### src/rtl/utf8_script_ratio_filter_top_assert.svh
// Assertion macros shared by the script ratio filter top level.
`ifndef UTF8_SCRIPT_RATIO_FILTER_TOP_ASSERT_SVH
`define UTF8_SCRIPT_RATIO_FILTER_TOP_ASSERT_SVH

// Same-cycle implication, checked on every clock outside reset.
`define USRF_ASSERT_IMPLY(label, ante, cons, msg) \
   label: assert property (@(posedge clock) disable iff (reset) (ante) |-> (cons)) \
      else $error(msg);

// Next-cycle implication, checked on every clock outside reset.
`define USRF_ASSERT_NEXT(label, ante, cons, msg) \
   label: assert property (@(posedge clock) disable iff (reset) (ante) |=> (cons)) \
      else $error(msg);

`endif

### src/rtl/usrf_pkg.sv
// Types, constants and helpers shared by the script ratio filter modules.
package usrf_pkg;

   localparam int COUNT_WIDTH_DEFAULT = 24;
   localparam int QUEUE_DEPTH_DEFAULT = 4;
   localparam int OUT_WIDTH = 24;
   localparam int CP_WIDTH = 21;
   localparam int THR_WIDTH = 7;
   localparam int CSR_INDEX_WIDTH = 4;
   localparam int CSR_DATA_WIDTH = 8;

   localparam logic [THR_WIDTH-1:0] PCT_FULL = 7'd100;

   localparam logic [CSR_INDEX_WIDTH-1:0] CSR_ENABLE = 4'd0;
   localparam logic [CSR_INDEX_WIDTH-1:0] CSR_THRESHOLD = 4'd1;

   localparam logic [CP_WIDTH-1:0] CP_REPLACEMENT = 21'h00FFFD;
   localparam logic [CP_WIDTH-1:0] CP_NEUTRAL_MAX = 21'h000040;
   localparam logic [CP_WIDTH-1:0] CP_PUNCT_LOW = 21'h002000;
   localparam logic [CP_WIDTH-1:0] CP_PUNCT_HIGH = 21'h00214F;
   localparam logic [CP_WIDTH-1:0] CP_LATIN_MAX = 21'h00036F;
   localparam logic [CP_WIDTH-1:0] CP_LATIN_EXT_LOW = 21'h001E00;
   localparam logic [CP_WIDTH-1:0] CP_LATIN_EXT_HIGH = 21'h001EFF;
   localparam logic [CP_WIDTH-1:0] CP_LATIN_D_LOW = 21'h00A720;
   localparam logic [CP_WIDTH-1:0] CP_LATIN_D_HIGH = 21'h00A7FF;

   localparam logic [7:0] BYTE_ASCII_END = 8'h80;
   localparam logic [7:0] BYTE_LEAD2_LOW = 8'hC2;
   localparam logic [7:0] BYTE_LEAD3_LOW = 8'hE0;
   localparam logic [7:0] BYTE_LEAD4_LOW = 8'hF0;
   localparam logic [7:0] BYTE_LEAD_END = 8'hF8;

   typedef struct packed {
      logic [7:0] text_byte;
      logic       record_end;
   } req_type;

   typedef struct packed {
      logic                 flagged;
      logic [OUT_WIDTH-1:0] latin_count;
      logic [OUT_WIDTH-1:0] non_latin_count;
      logic [OUT_WIDTH-1:0] checked_total;
      logic [OUT_WIDTH-1:0] flagged_total;
   } rsp_type;

   typedef struct packed {
      logic latin;
      logic other;
      logic record_end;
   } class_type;

   typedef struct packed {
      logic                 enable;
      logic [THR_WIDTH-1:0] threshold;
   } cfg_type;

endpackage

### src/rtl/utf8_script_ratio_filter_top.sv
// Top level of the UTF-8 script ratio filter: registers, queues, decoder and tally unit.
//
//   channel  direction  handshake              beat
//   req      in         push / full            text byte and record end flag
//   rsp      out        pop / empty            flag, record counts and totals
//   csr      in         valid / ready          register index and write data
//
// One byte is accepted every cycle while the class queue has room.
// A result passes from its record end via the class queue, decision register and result queue.
// The decision register holds one record; a second record end waits only if it is not free.
// Synchronous reset clears the decoder, tallies, totals, queues and registers.
// A stalled result side fills the result queue, then the class queue, then raises full.
module utf8_script_ratio_filter_top #(
   parameter int COUNT_WIDTH = usrf_pkg::COUNT_WIDTH_DEFAULT,
   parameter int QUEUE_DEPTH = usrf_pkg::QUEUE_DEPTH_DEFAULT
) (
   input  logic                                   clock,
   input  logic                                   reset,
   input  logic                                   req_push,
   output logic                                   req_full,
   input  usrf_pkg::req_type                      req_data,
   output logic                                   rsp_empty,
   input  logic                                   rsp_pop,
   output usrf_pkg::rsp_type                      rsp_data,
   input  logic                                   csr_valid,
   output logic                                   csr_ready,
   input  logic [usrf_pkg::CSR_INDEX_WIDTH-1:0]   csr_index,
   input  logic [usrf_pkg::CSR_DATA_WIDTH-1:0]    csr_wdata
);
   import usrf_pkg::*;
`include "utf8_script_ratio_filter_top_assert.svh"

   cfg_type          cfg_ff, cfg_in;
   logic             accept;
   logic             cls_push, cls_pop, cls_full, cls_empty;
   class_type        cls_wr, cls_rd;
   logic             out_push, out_full;
   rsp_type          out_data;
   logic [THR_WIDTH-1:0] thr_wr;

   assign csr_ready = 1'b1;
   assign thr_wr = csr_wdata[THR_WIDTH-1:0];

   always_comb begin
      cfg_in = cfg_ff;
      if (csr_valid && csr_ready) begin
         case (csr_index)
            CSR_ENABLE: cfg_in.enable = csr_wdata[0];
            CSR_THRESHOLD: cfg_in.threshold = (thr_wr > PCT_FULL) ? PCT_FULL : thr_wr;
            default: cfg_in = cfg_ff;
         endcase
      end
   end

   always_ff @(posedge clock) begin
      if (reset) begin
         cfg_ff <= '0;
      end else begin
         cfg_ff <= cfg_in;
      end
   end

   assign req_full = cls_full;
   assign accept = req_push && !req_full;

   usrf_front u_front (
      .clock    (clock),
      .reset    (reset),
      .accept   (accept),
      .req      (req_data),
      .cls_push (cls_push),
      .cls      (cls_wr)
   );

   usrf_fifo #(
      .WIDTH ($bits(class_type)),
      .DEPTH (QUEUE_DEPTH)
   ) u_cls_fifo (
      .clock (clock),
      .reset (reset),
      .push  (cls_push),
      .wdata (cls_wr),
      .full  (cls_full),
      .pop   (cls_pop),
      .rdata (cls_rd),
      .empty (cls_empty)
   );

   usrf_back #(
      .COUNT_WIDTH (COUNT_WIDTH)
   ) u_back (
      .clock     (clock),
      .reset     (reset),
      .cfg       (cfg_ff),
      .cls       (cls_rd),
      .cls_empty (cls_empty),
      .cls_pop   (cls_pop),
      .out_full  (out_full),
      .out_push  (out_push),
      .out_data  (out_data)
   );

   usrf_fifo #(
      .WIDTH ($bits(rsp_type)),
      .DEPTH (QUEUE_DEPTH)
   ) u_rsp_fifo (
      .clock (clock),
      .reset (reset),
      .push  (out_push),
      .wdata (out_data),
      .full  (out_full),
      .pop   (rsp_pop),
      .rdata (rsp_data),
      .empty (rsp_empty)
   );

   `USRF_ASSERT_IMPLY(a_flag_counted, !rsp_empty && rsp_data.flagged, rsp_data.flagged_total != '0, "flagged result with zero flagged total")
   `USRF_ASSERT_IMPLY(a_flag_le_checked, !rsp_empty, rsp_data.flagged_total <= rsp_data.checked_total, "flagged total exceeds checked total")
   `USRF_ASSERT_IMPLY(a_no_pop_empty, cls_pop, !cls_empty, "class queue popped while empty")
   `USRF_ASSERT_NEXT(a_push_not_empty, out_push, !rsp_empty, "result queue empty after a push")
endmodule

### src/rtl/usrf_fifo.sv
// Small register queue used between the decoder and the tally unit and at the result side.
module usrf_fifo #(
   parameter int WIDTH = 8,
   parameter int DEPTH = 4
) (
   input  logic             clock,
   input  logic             reset,
   input  logic             push,
   input  logic [WIDTH-1:0] wdata,
   output logic             full,
   input  logic             pop,
   output logic [WIDTH-1:0] rdata,
   output logic             empty
);
   localparam int AW = (DEPTH > 1) ? $clog2(DEPTH) : 1;
   localparam int CW = $clog2(DEPTH + 1);

   logic [WIDTH-1:0] mem_ff [DEPTH];
   logic [AW-1:0]    wr_ptr_ff, wr_ptr_in;
   logic [AW-1:0]    rd_ptr_ff, rd_ptr_in;
   logic [CW-1:0]    count_ff, count_in;
   logic             do_push, do_pop;

   assign full = (count_ff == CW'(DEPTH));
   assign empty = (count_ff == '0);
   assign do_push = push && !full;
   assign do_pop = pop && !empty;
   assign rdata = mem_ff[rd_ptr_ff];

   always_comb begin
      wr_ptr_in = wr_ptr_ff;
      rd_ptr_in = rd_ptr_ff;
      count_in = count_ff;
      if (do_push) begin
         wr_ptr_in = (wr_ptr_ff == AW'(DEPTH - 1)) ? '0 : wr_ptr_ff + 1'b1;
      end
      if (do_pop) begin
         rd_ptr_in = (rd_ptr_ff == AW'(DEPTH - 1)) ? '0 : rd_ptr_ff + 1'b1;
      end
      if (do_push && !do_pop) begin
         count_in = count_ff + 1'b1;
      end else if (do_pop && !do_push) begin
         count_in = count_ff - 1'b1;
      end
   end

   always_ff @(posedge clock) begin
      if (reset) begin
         wr_ptr_ff <= '0;
         rd_ptr_ff <= '0;
         count_ff <= '0;
      end else begin
         wr_ptr_ff <= wr_ptr_in;
         rd_ptr_ff <= rd_ptr_in;
         count_ff <= count_in;
      end
   end

   always_ff @(posedge clock) begin
      if (do_push) begin
         mem_ff[wr_ptr_ff] <= wdata;
      end
   end
endmodule

### src/rtl/usrf_front.sv
// UTF-8 decoder front end: beats for Latin or other code points and record ends.
module usrf_front (
   input  logic                clock,
   input  logic                reset,
   input  logic                accept,
   input  usrf_pkg::req_type   req,
   output logic                cls_push,
   output usrf_pkg::class_type cls
);
   import usrf_pkg::*;

   logic [CP_WIDTH-1:0] cp_ff, cp_in;
   logic [1:0]          need_ff, need_in;
   logic [CP_WIDTH-1:0] cp_asm;
   logic [CP_WIDTH-1:0] cp_val;
   logic                cp_valid;
   logic                relead;
   logic [7:0]          b;
   logic                is_neutral, is_latin;

   assign b = req.text_byte;
   assign cp_asm = {cp_ff[CP_WIDTH-7:0], b[5:0]};

   always_comb begin
      cp_in = cp_ff;
      need_in = need_ff;
      cp_val = '0;
      cp_valid = 1'b0;
      relead = 1'b1;
      if (b == 8'h00) begin
         cp_in = '0;
         need_in = '0;
      end else begin
         if (need_ff != 2'd0) begin
            if (b[7:6] == 2'b10) begin
               relead = 1'b0;
               cp_in = cp_asm;
               need_in = need_ff - 2'd1;
               if (need_ff == 2'd1) begin
                  cp_valid = 1'b1;
                  cp_val = cp_asm;
               end
            end else begin
               cp_in = '0;
               need_in = '0;
            end
         end
         if (relead) begin
            if (b < BYTE_ASCII_END) begin
               cp_valid = 1'b1;
               cp_val = CP_WIDTH'(b);
            end else if (b < BYTE_LEAD2_LOW) begin
               cp_valid = 1'b0;
            end else if (b < BYTE_LEAD3_LOW) begin
               cp_in = CP_WIDTH'(b[4:0]);
               need_in = 2'd1;
            end else if (b < BYTE_LEAD4_LOW) begin
               cp_in = CP_WIDTH'(b[3:0]);
               need_in = 2'd2;
            end else if (b < BYTE_LEAD_END) begin
               cp_in = CP_WIDTH'(b[2:0]);
               need_in = 2'd3;
            end
         end
      end
      if (req.record_end) begin
         cp_in = '0;
         need_in = '0;
      end
   end

   assign is_neutral = (cp_val == CP_REPLACEMENT) || (cp_val <= CP_NEUTRAL_MAX) ||
                       ((cp_val >= CP_PUNCT_LOW) && (cp_val <= CP_PUNCT_HIGH));
   assign is_latin = (cp_val <= CP_LATIN_MAX) ||
                     ((cp_val >= CP_LATIN_EXT_LOW) && (cp_val <= CP_LATIN_EXT_HIGH)) ||
                     ((cp_val >= CP_LATIN_D_LOW) && (cp_val <= CP_LATIN_D_HIGH));

   always_comb begin
      cls.latin = cp_valid && !is_neutral && is_latin;
      cls.other = cp_valid && !is_neutral && !is_latin;
      cls.record_end = req.record_end;
   end

   assign cls_push = accept && (cls.latin || cls.other || cls.record_end);

   always_ff @(posedge clock) begin
      if (reset) begin
         cp_ff <= '0;
         need_ff <= '0;
      end else if (accept) begin
         cp_ff <= cp_in;
         need_ff <= need_in;
      end
   end
endmodule

### src/rtl/usrf_back.sv
// Tally unit that counts classes per record, decides the flag and keeps the totals.
module usrf_back #(
   parameter int COUNT_WIDTH = usrf_pkg::COUNT_WIDTH_DEFAULT
) (
   input  logic                clock,
   input  logic                reset,
   input  usrf_pkg::cfg_type   cfg,
   input  usrf_pkg::class_type cls,
   input  logic                cls_empty,
   output logic                cls_pop,
   input  logic                out_full,
   output logic                out_push,
   output usrf_pkg::rsp_type   out_data
);
   import usrf_pkg::*;

   localparam int LW = COUNT_WIDTH + THR_WIDTH + 1;

   logic [COUNT_WIDTH-1:0] lat_ff, lat_in, non_ff, non_in;
   logic [COUNT_WIDTH-1:0] lat_nx, non_nx;
   logic [COUNT_WIDTH-1:0] dec_lat_ff, dec_non_ff;
   logic                   dec_valid_ff, dec_valid_in;
   logic [COUNT_WIDTH-1:0] checked_ff, checked_in, flagged_ff, flagged_in;
   logic                   dec_free, fire, active, flag;
   logic [COUNT_WIDTH:0]   total;
   logic [LW-1:0]          lhs, rhs;

   function automatic logic [COUNT_WIDTH-1:0] sat_inc(input logic [COUNT_WIDTH-1:0] v);
      sat_inc = (&v) ? v : v + 1'b1;
   endfunction

   assign fire = dec_valid_ff && !out_full;
   assign dec_free = !dec_valid_ff || fire;
   assign cls_pop = !cls_empty && (!cls.record_end || dec_free);

   assign lat_nx = cls.latin ? sat_inc(lat_ff) : lat_ff;
   assign non_nx = cls.other ? sat_inc(non_ff) : non_ff;

   always_comb begin
      lat_in = lat_ff;
      non_in = non_ff;
      dec_valid_in = dec_valid_ff && !fire;
      if (cls_pop) begin
         lat_in = cls.record_end ? '0 : lat_nx;
         non_in = cls.record_end ? '0 : non_nx;
         if (cls.record_end) begin
            dec_valid_in = 1'b1;
         end
      end
   end

   assign total = {1'b0, dec_lat_ff} + {1'b0, dec_non_ff};
   assign lhs = LW'(dec_non_ff) * LW'(PCT_FULL);
   assign rhs = LW'(cfg.threshold) * LW'(total);
   assign active = cfg.enable && (cfg.threshold != '0);
   assign flag = active && (total != '0) && (lhs >= rhs);

   always_comb begin
      checked_in = checked_ff;
      flagged_in = flagged_ff;
      if (fire && active) begin
         checked_in = sat_inc(checked_ff);
      end
      if (fire && flag) begin
         flagged_in = sat_inc(flagged_ff);
      end
   end

   assign out_push = fire;
   always_comb begin
      out_data.flagged = flag;
      out_data.latin_count = OUT_WIDTH'(dec_lat_ff);
      out_data.non_latin_count = OUT_WIDTH'(dec_non_ff);
      out_data.checked_total = OUT_WIDTH'(checked_in);
      out_data.flagged_total = OUT_WIDTH'(flagged_in);
   end

   always_ff @(posedge clock) begin
      if (reset) begin
         lat_ff <= '0;
         non_ff <= '0;
         dec_valid_ff <= 1'b0;
         checked_ff <= '0;
         flagged_ff <= '0;
      end else begin
         lat_ff <= lat_in;
         non_ff <= non_in;
         dec_valid_ff <= dec_valid_in;
         checked_ff <= checked_in;
         flagged_ff <= flagged_in;
      end
   end

   always_ff @(posedge clock) begin
      if (cls_pop && cls.record_end) begin
         dec_lat_ff <= lat_nx;
         dec_non_ff <= non_nx;
      end
   end
endmodule

### config.mk
export PLATFORM = sky130hd
export DESIGN_NAME = utf8_script_ratio_filter_top
export DESIGN_NICKNAME = d
export VERILOG_FILES = /design/src/rtl/usrf_pkg.sv /design/src/rtl/utf8_script_ratio_filter_top.sv /design/src/rtl/usrf_fifo.sv /design/src/rtl/usrf_front.sv /design/src/rtl/usrf_back.sv
export VERILOG_INCLUDE_DIRS = /design/src /design/src/rtl
export SDC_FILE = /design/constraint.sdc
export NUM_CORES = 1
export LEC_CHECK = 0
export BUFFER_PORTS_ARGS = -buffer_cell sky130_fd_sc_hd__buf_2
export CORE_UTILIZATION = 63
export CTS_CLUSTER_DIAMETER = 150
export DETAILED_ROUTE_END_ITERATION = 8
export GPL_TIMING_DRIVEN = 0
export HOLD_SLACK_MARGIN = 0.03
export PLACE_DENSITY = 0.81
export SYNTH_ARGS = -nofsm -noshare
export SYNTH_HDL_FRONTEND = slang
export SYNTH_SLANG_ARGS = --single-unit
### constraint.sdc
create_clock -name clock -period 12 [get_ports clock]
set_clock_uncertainty 0.05 [all_clocks]
set_input_delay 0.6 -clock clock [delete_from_list [all_inputs] [get_ports clock]]
set_output_delay 0.6 -clock clock [all_outputs]
set_load 0.02 [all_outputs]
## Yosys cells after proc, flatten, opt, wreduce, memory -nomap -nowiden

Memories as Yosys holds them, arrays and structs flattened. A register that Yosys moved wholly into a read port is not among the register bits.
Cells that the tools add are included.

| operators by class | value |
|---|---|
| equality and inequality tests | 10 |
| add/subtract/negate cells | 14 |
| multiply operators | 2 |
| reductions and logical operators | 61 |
| multiplexer cells | 65 |
| magnitude comparators | 15 |

Operator list:

| operator | count |
|---|---|
| 21-bit two-way mux | 16 |
| 24-bit two-way mux | 10 |
| 24-bit by 1-bit adder with 24-bit output, second input constant | 4 |
| 24-bit AND reduction | 4 |
| 8-bit < comparator, second input constant | 5 |
| 2-bit two-way mux | 18 |
| 31-bit by 32-bit greater-or-equal comparator with 1-bit output | 1 |
| 7-bit by 25-bit multiplier with 32-bit output | 1 |
| 24-bit by 5-bit multiplier with 29-bit output, second input constant | 1 |
| 24-bit by 24-bit adder with 25-bit output | 1 |
| 1-bit logical AND | 25 |
| 25-bit nonzero test | 1 |
| 21-bit by 16-bit == test with 1-bit output, second input constant | 1 |
| 21-bit by 13-bit greater-or-equal comparator with 1-bit output, second input constant | 1 |
| 21-bit by 14-bit greater-or-equal comparator with 1-bit output, second input constant | 1 |
| 21-bit by 16-bit greater-or-equal comparator with 1-bit output, second input constant | 1 |
| 21-bit by 10-bit <= comparator with 1-bit output, second input constant | 1 |
| 21-bit by 13-bit <= comparator with 1-bit output, second input constant | 1 |
| 21-bit by 14-bit <= comparator with 1-bit output, second input constant | 1 |
| 21-bit by 16-bit <= comparator with 1-bit output, second input constant | 1 |
| 21-bit by 7-bit <= comparator with 1-bit output, second input constant | 1 |
| 1-bit two-way mux | 16 |
| 1-bit zero test | 13 |
| 3-bit two-way mux | 4 |
| 17 further kinds | 38 |

| storage, ports and cells | value |
|---|---|
| register bits after elaboration | 190 |
| bits in writable memories | 400 |
| bits of input ports | 26 |
| output and inout bits | 100 |
| logic and storage cells | 186 |
| memories | 2 |

Memory list:

| memory | depth | width | rd ports | clocked after Yosys merged registers in | wr ports | RTL line | RTL |
|---|---|---|---|---|---|---|---|
| u_rsp_fifo.mem_ff | 4 | 97 | 1 | 1 | 1 | usrf_fifo.sv:18 | `logic [WIDTH-1:0] mem_ff [DEPTH];` |
| u_cls_fifo.mem_ff | 4 | 3 | 1 | 1 | 1 | usrf_fifo.sv:18 |  |

## Logic depth before layout (Yosys ltp)

| depth | value |
|---|---|
| depth in word-level cells | 21 |
| gate-level depth with buffers | 40 |
| gate-level depth less buffers | 39 |

## By module

From an unflattened synthesis, not the netlist that was laid out.

| unflattened totals | value |
|---|---|
| cells, all modules | 2743 |
| area, all modules | 33971.3 µm² |

Modules (own cells, without submodules):

| module | area an instance (µm²) | cells each | sequential area each (µm²) | times used |
|---|---|---|---|---|
| usrf_back | 16908.7 | 1910 | 3383.2 | 1 |
| usrf_fifo (u_rsp_fifo) | 14455.1 | 557 | 11831.3 | 1 |
| usrf_front | 1306.3 | 169 | 340.3 | 1 |
| usrf_fifo (u_cls_fifo) | 917.1 | 63 | 540.5 | 1 |
| utf8_script_ratio_filter_top | 384.1 | 44 | 160.2 | 1 |

## Worst setup path after synthesis

OpenSTA, ideal clock, no wires.

| timing path | value |
|---|---|
| kind | flip-flop to flip-flop |
| start point | register u_back.dec_non_ff[1] |
| end point | register u_back.flagged_ff[19] |
| library setup time | 0.123 ns |
| setup slack | 3.045 ns |
| data required time | 11.827 ns |
| arrival | 8.782 ns |
| path buffers | 0 |
| stages on the path, launching flop included | 37 |
| period minus slack after synthesis | 8.955 ns |
| cell sequence | edfxtp_1 ha_1 a211oi_2 o21bai_1 a211oi_1 nor2_1 a311o_1 o21a_1 xor2_1 and2_1 fa_1 fa_1 fa_1 inv_1 fa_1 inv_1 ha_1 inv_1 or3_1 a2111oi_0 nor2_1 nor3_1 o21ai_0 nand2b_1 a21oi_1 xor2_1 ha_1 nand2_1 nor3_1 a221oi_1 o21ai_0 a31o_2 nand3_1 a211oi_2 nand2_4 nor4_2 mux2_1 |

| on the way | value |
|---|---|
| longest elaborated chain between the ends | 6 |
| elaborated cells on any way between the ends | 9 |
| classes of those cells | add/sub (1); mul (2); order compare (1); mux (1); reduce/logical (4) |

Ends and longest elaborated chain:

| element | RTL line | RTL |
|---|---|---|
| start: declaration | usrf_back.sv:21 | `logic [COUNT_WIDTH-1:0] dec_lat_ff, dec_non_ff;` |
| start signal: assignment | usrf_back.sv:97 | `dec_non_ff <= non_nx;` |
| 24-bit by 24-bit adder with 25-bit output | usrf_back.sv:52 | `assign total = {1'b0, dec_lat_ff} + {1'b0, dec_non_ff};` |
| 7-bit by 25-bit multiplier with 32-bit output / 25-bit nonzero test (equally long branches) | usrf_back.sv:54, usrf_back.sv:56 |  |
| 31-bit by 32-bit greater-or-equal comparator with 1-bit output / 1-bit logical AND (equally long branches) | usrf_back.sv:56 | `assign flag = active && (total != '0) && (lhs >= rhs);` |
| 1-bit logical AND * | usrf_back.sv:56 |  |
| 1-bit logical AND * | usrf_back.sv:64 | `if (fire && flag) begin` |
| 24-bit two-way mux * | usrf_back.sv:64 |  |
| end signal: assignment | usrf_back.sv:90 | `flagged_ff <= flagged_in;` |
| end: declaration | usrf_back.sv:23 | `logic [COUNT_WIDTH-1:0] checked_ff, checked_in, flagged_ff, flagged_in;` |

Every way passes the cells marked *; elsewhere a longest branch is shown, timed or not.
A chain may end at the register's enable or synchronous reset.

==> results.md <==
* Status: complete, no violations
* DR vias at 22214
* Final HPWL DP at 53600 um
* Maximum VDD drop at 0.177 mV
* Final WL at 78100 um
* Max-slew violations at 0
* Final setup viols at 0
* Die W at 230 um
* Std cell rows at 83
* Pwr Total at 0.00868 W
* Post-Syn Area at 0.0329 mm^2
* IO Pins at 126
* GP Congestion at 0.892
* # fillers at 3353
* Top cells by area, synth: edfxtp_1 (41%), dfxtp_1 (8.5%), fa_1 (8.3%), ha_1 (7.5%), mux4_2 (6.9%)
* Crit path time final at 11.19 ns
* Routed Antenna Nets at 0
* Initial antenna violation count at 0
* Clk pin slew, worst setup/hold paths at 0.06 ns
* Most common cell after layout, fill and taps aside: edfxtp_1
* DRT Pass-1 Iters at 6
* Fin Setup TNS at 0 ns
* Biggest area consumer among synthesized cells: edfxtp_1
* Final period util at 93.3%
* Via-per-instance ratio at 6.21
* Total GRT Usage at 29.6%
* RSZ-0062 raised after global routing: no
* Prevailing post-synth register cell: edfxtp_1
* Average wire per standard cell at 21.8 um
* Layout Nets at 3212
* Crit Path Class: reg2reg
* Post-synth EDFFs at 448
* Synth Instances at 2670
* Ys Warns at 0
* Most frequent cells in the layout: edfxtp_1 (448), inv_1 (259), nor2_1 (198), ha_1 (197), nand2_1 (141)
* CP arrival at 11.56 ns
* Post-CTS Setup Bufs at 0
* Synth cell types at 74
* Clock sink count at 588
* Max-cap check violation count at 0
* First-pass GRT wire length at 122000 um
* Crit-path max FO at 10
* IO Port Bufs at 119
* Post-synthesis sequential area ratio at 49.4%
* Syn Area/Cell at 12.3 um^2
* Synth top area share at 40.9%
* Number of synthesized register bits at 588
* F_max at 89.4 MHz
* Worst-margin pin slew at 1.24 ns
* Area Overhead vs Synth at 10.6%
* CTS buffer count at 56
* CP Launch Type: flip-flop
* CP max stage delay at 0.75 ns
* CTS tree: built
* Overflow after GRT at 0
* CP endpoint kind: flip-flop
* Die height at 230 um
* Crit path top cell by count: fa_1
* Post-synthesis async set-or-reset flop share at 0%
* Pleak at 14.4 nW
* Power per standard cell area at 239 mW/mm^2
* Die area at 0.0531 mm^2
* Worst-Skew Late Latency at 0.63 ns
* DR iter-0 viols at 2092
* Clock Path Buffers at 3
* Fin. Hold Viols at 0
* Vias in the first global route at 22554
* Diodes inserted at 0
* Drt drc at 0
* Initial Util at 64.0%
* Syn nets at 3029
* CP max stage cell: a211oi_2
* Register area at 0.0163 mm^2
* Pin count of the biggest net entering global routing at 60
* Worst Hold Class: in2reg
* Share of post-route cells with drive strength above 1 at 11.9%
* WP data required at 12.37 ns
* Slew headroom at 16.8%
* Multi-input gate area at 0.0153 mm^2
* Floorplan core area at 0.0514 mm^2
* Clock root buffer: clkbuf_16
* Htree depth at 2
## final timing paths
path	startpoint	end	slack, ns	depth (start not counted)
max reg2reg	u_back.dec_non_ff[1]	u_rsp_fifo.mem_ff[2][9]	0.81	36
max	u_back.dec_non_ff[1]	u_rsp_fifo.mem_ff[2][9]	0.81	36
min	csr_wdata[6]	cfg_ff[6]	0.18	3
min reg2reg	u_cls_fifo.rd_ptr_ff[1]	flip-flop	0.45	2
## per-stage QoR
stage | cells | hold WS, ns | util [%] | setup slack (ns) | instance area (um^2)
floorplan | 2670 | 0.404 | - | 3.04 | 32900
global placement | 3469 | 0.416 | 66.8 | 1.08 | 34300
detailed placement | 3475 | 0.437 | 67.1 | 0.841 | 34500
CTS | 3580 | 0.159 | 70.7 | 0.828 | 36300
global route | 3580 | 0.186 | 70.7 | 0.101 | 36300
finish | 3580 | 0.182 | 70.7 | 0.809 | 36300
## metal layers
layer  share of wire, %  GRT usage, %  vias up  routed length, um
li1                   -             -     9924                  -
met1                 38          36.9    11026              30100
met2                 50          50.8     1043              39000
met3                6.9          4.74      221               5420
met4                4.7          14.1        0               3660
met5                  0             0        -                  0
## report_power, final
part | switching, W | total (W) | internal [W]
logic | 0.00254 | 0.00418 | 0.00164
clock network | 0.000765 | 0.00179 | 0.00103
registers | 0.000240 | 0.00271 | 0.00247
total | 0.00354 | 0.00868 | 0.00514
## worst max-delay path: cells and delay by family (launching register included)
kind,cells,cell delay [ns]
flops,1,0.61
xor+xnor,3,1.17
simple gates,11,2.37
fa+ha+maj,7,3.05
compound gates,12,3.55
buf+inv,3,0.15
## kinds of logic after synthesis
logic type | count (synthesis) | share of synthesized area, %
AO/OA/AOI/OAI | 344 | 6.91
XOR/XNOR | 155 | 4.13
adder cells (fa/ha/maj) | 333 | 15.8
buffers and inverters | 349 | 4.02
flip-flops | 588 | 49.4
multiplexers | 123 | 7.60
other | 1 | 0.0114
AND/OR/NAND/NOR | 777 | 12.1
## flip-flops by register name (all words and copies together), names as in the netlist, 3 cells and up, named ones only
name / cells
u_back.dec_lat_ff: 24
u_back.dec_non_ff: 24
u_cls_fifo.mem_ff: 12
u_back.non_ff: 24
u_back.lat_ff: 24
u_cls_fifo.count_ff: 3
u_rsp_fifo.count_ff: 3
u_back.flagged_ff: 24
u_front.cp_ff: 15
u_rsp_fifo.mem_ff: 388
cfg_ff: 8
u_back.checked_ff: 24
## cell type report
cell class / count / share of cell area, %
Buffer: 89 / 0.950
Tap cell: 680 / 2.34
Sequential cell: 588 / 44.7
Clock inverter: 34 / 1.05
Timing Repair Buffer: 125 / 2.01
Clock buffer: 71 / 4.07
Inverter: 260 / 2.69
Multi-Input combinational cell: 1733 / 42.2
## what timing repair did
| action | 4_1_cts | 5_1_grt |
|---|---|---|
| hold buffers | 0 | 0 |
| setup endpoints to repair | 0 | 18 |
| resized for setup | 0 | 1 |
## synthesized netlist by cell type, drive strengths merged, types with 15 or more instances
| cell | number |
|---|---|
| edfxtp | 448 |
| inv | 259 |
| nor2 | 198 |
| ha | 197 |
| nand2 | 142 |
| dfxtp | 140 |
| fa | 136 |
| and2 | 135 |
| mux4 | 100 |
| a21oi | 96 |
| xnor2 | 95 |
| clkbuf | 74 |
| nor2b | 62 |
| xor2 | 60 |
| o21ai | 58 |
| a22oi | 54 |
| nand3 | 54 |
| nor3 | 43 |
| nand4 | 35 |
| a21o | 31 |
| and3 | 30 |
| a211oi | 17 |
| buf | 15 |
| nand2b | 15 |
No activity file was read; power rests on OpenSTA's default activity.
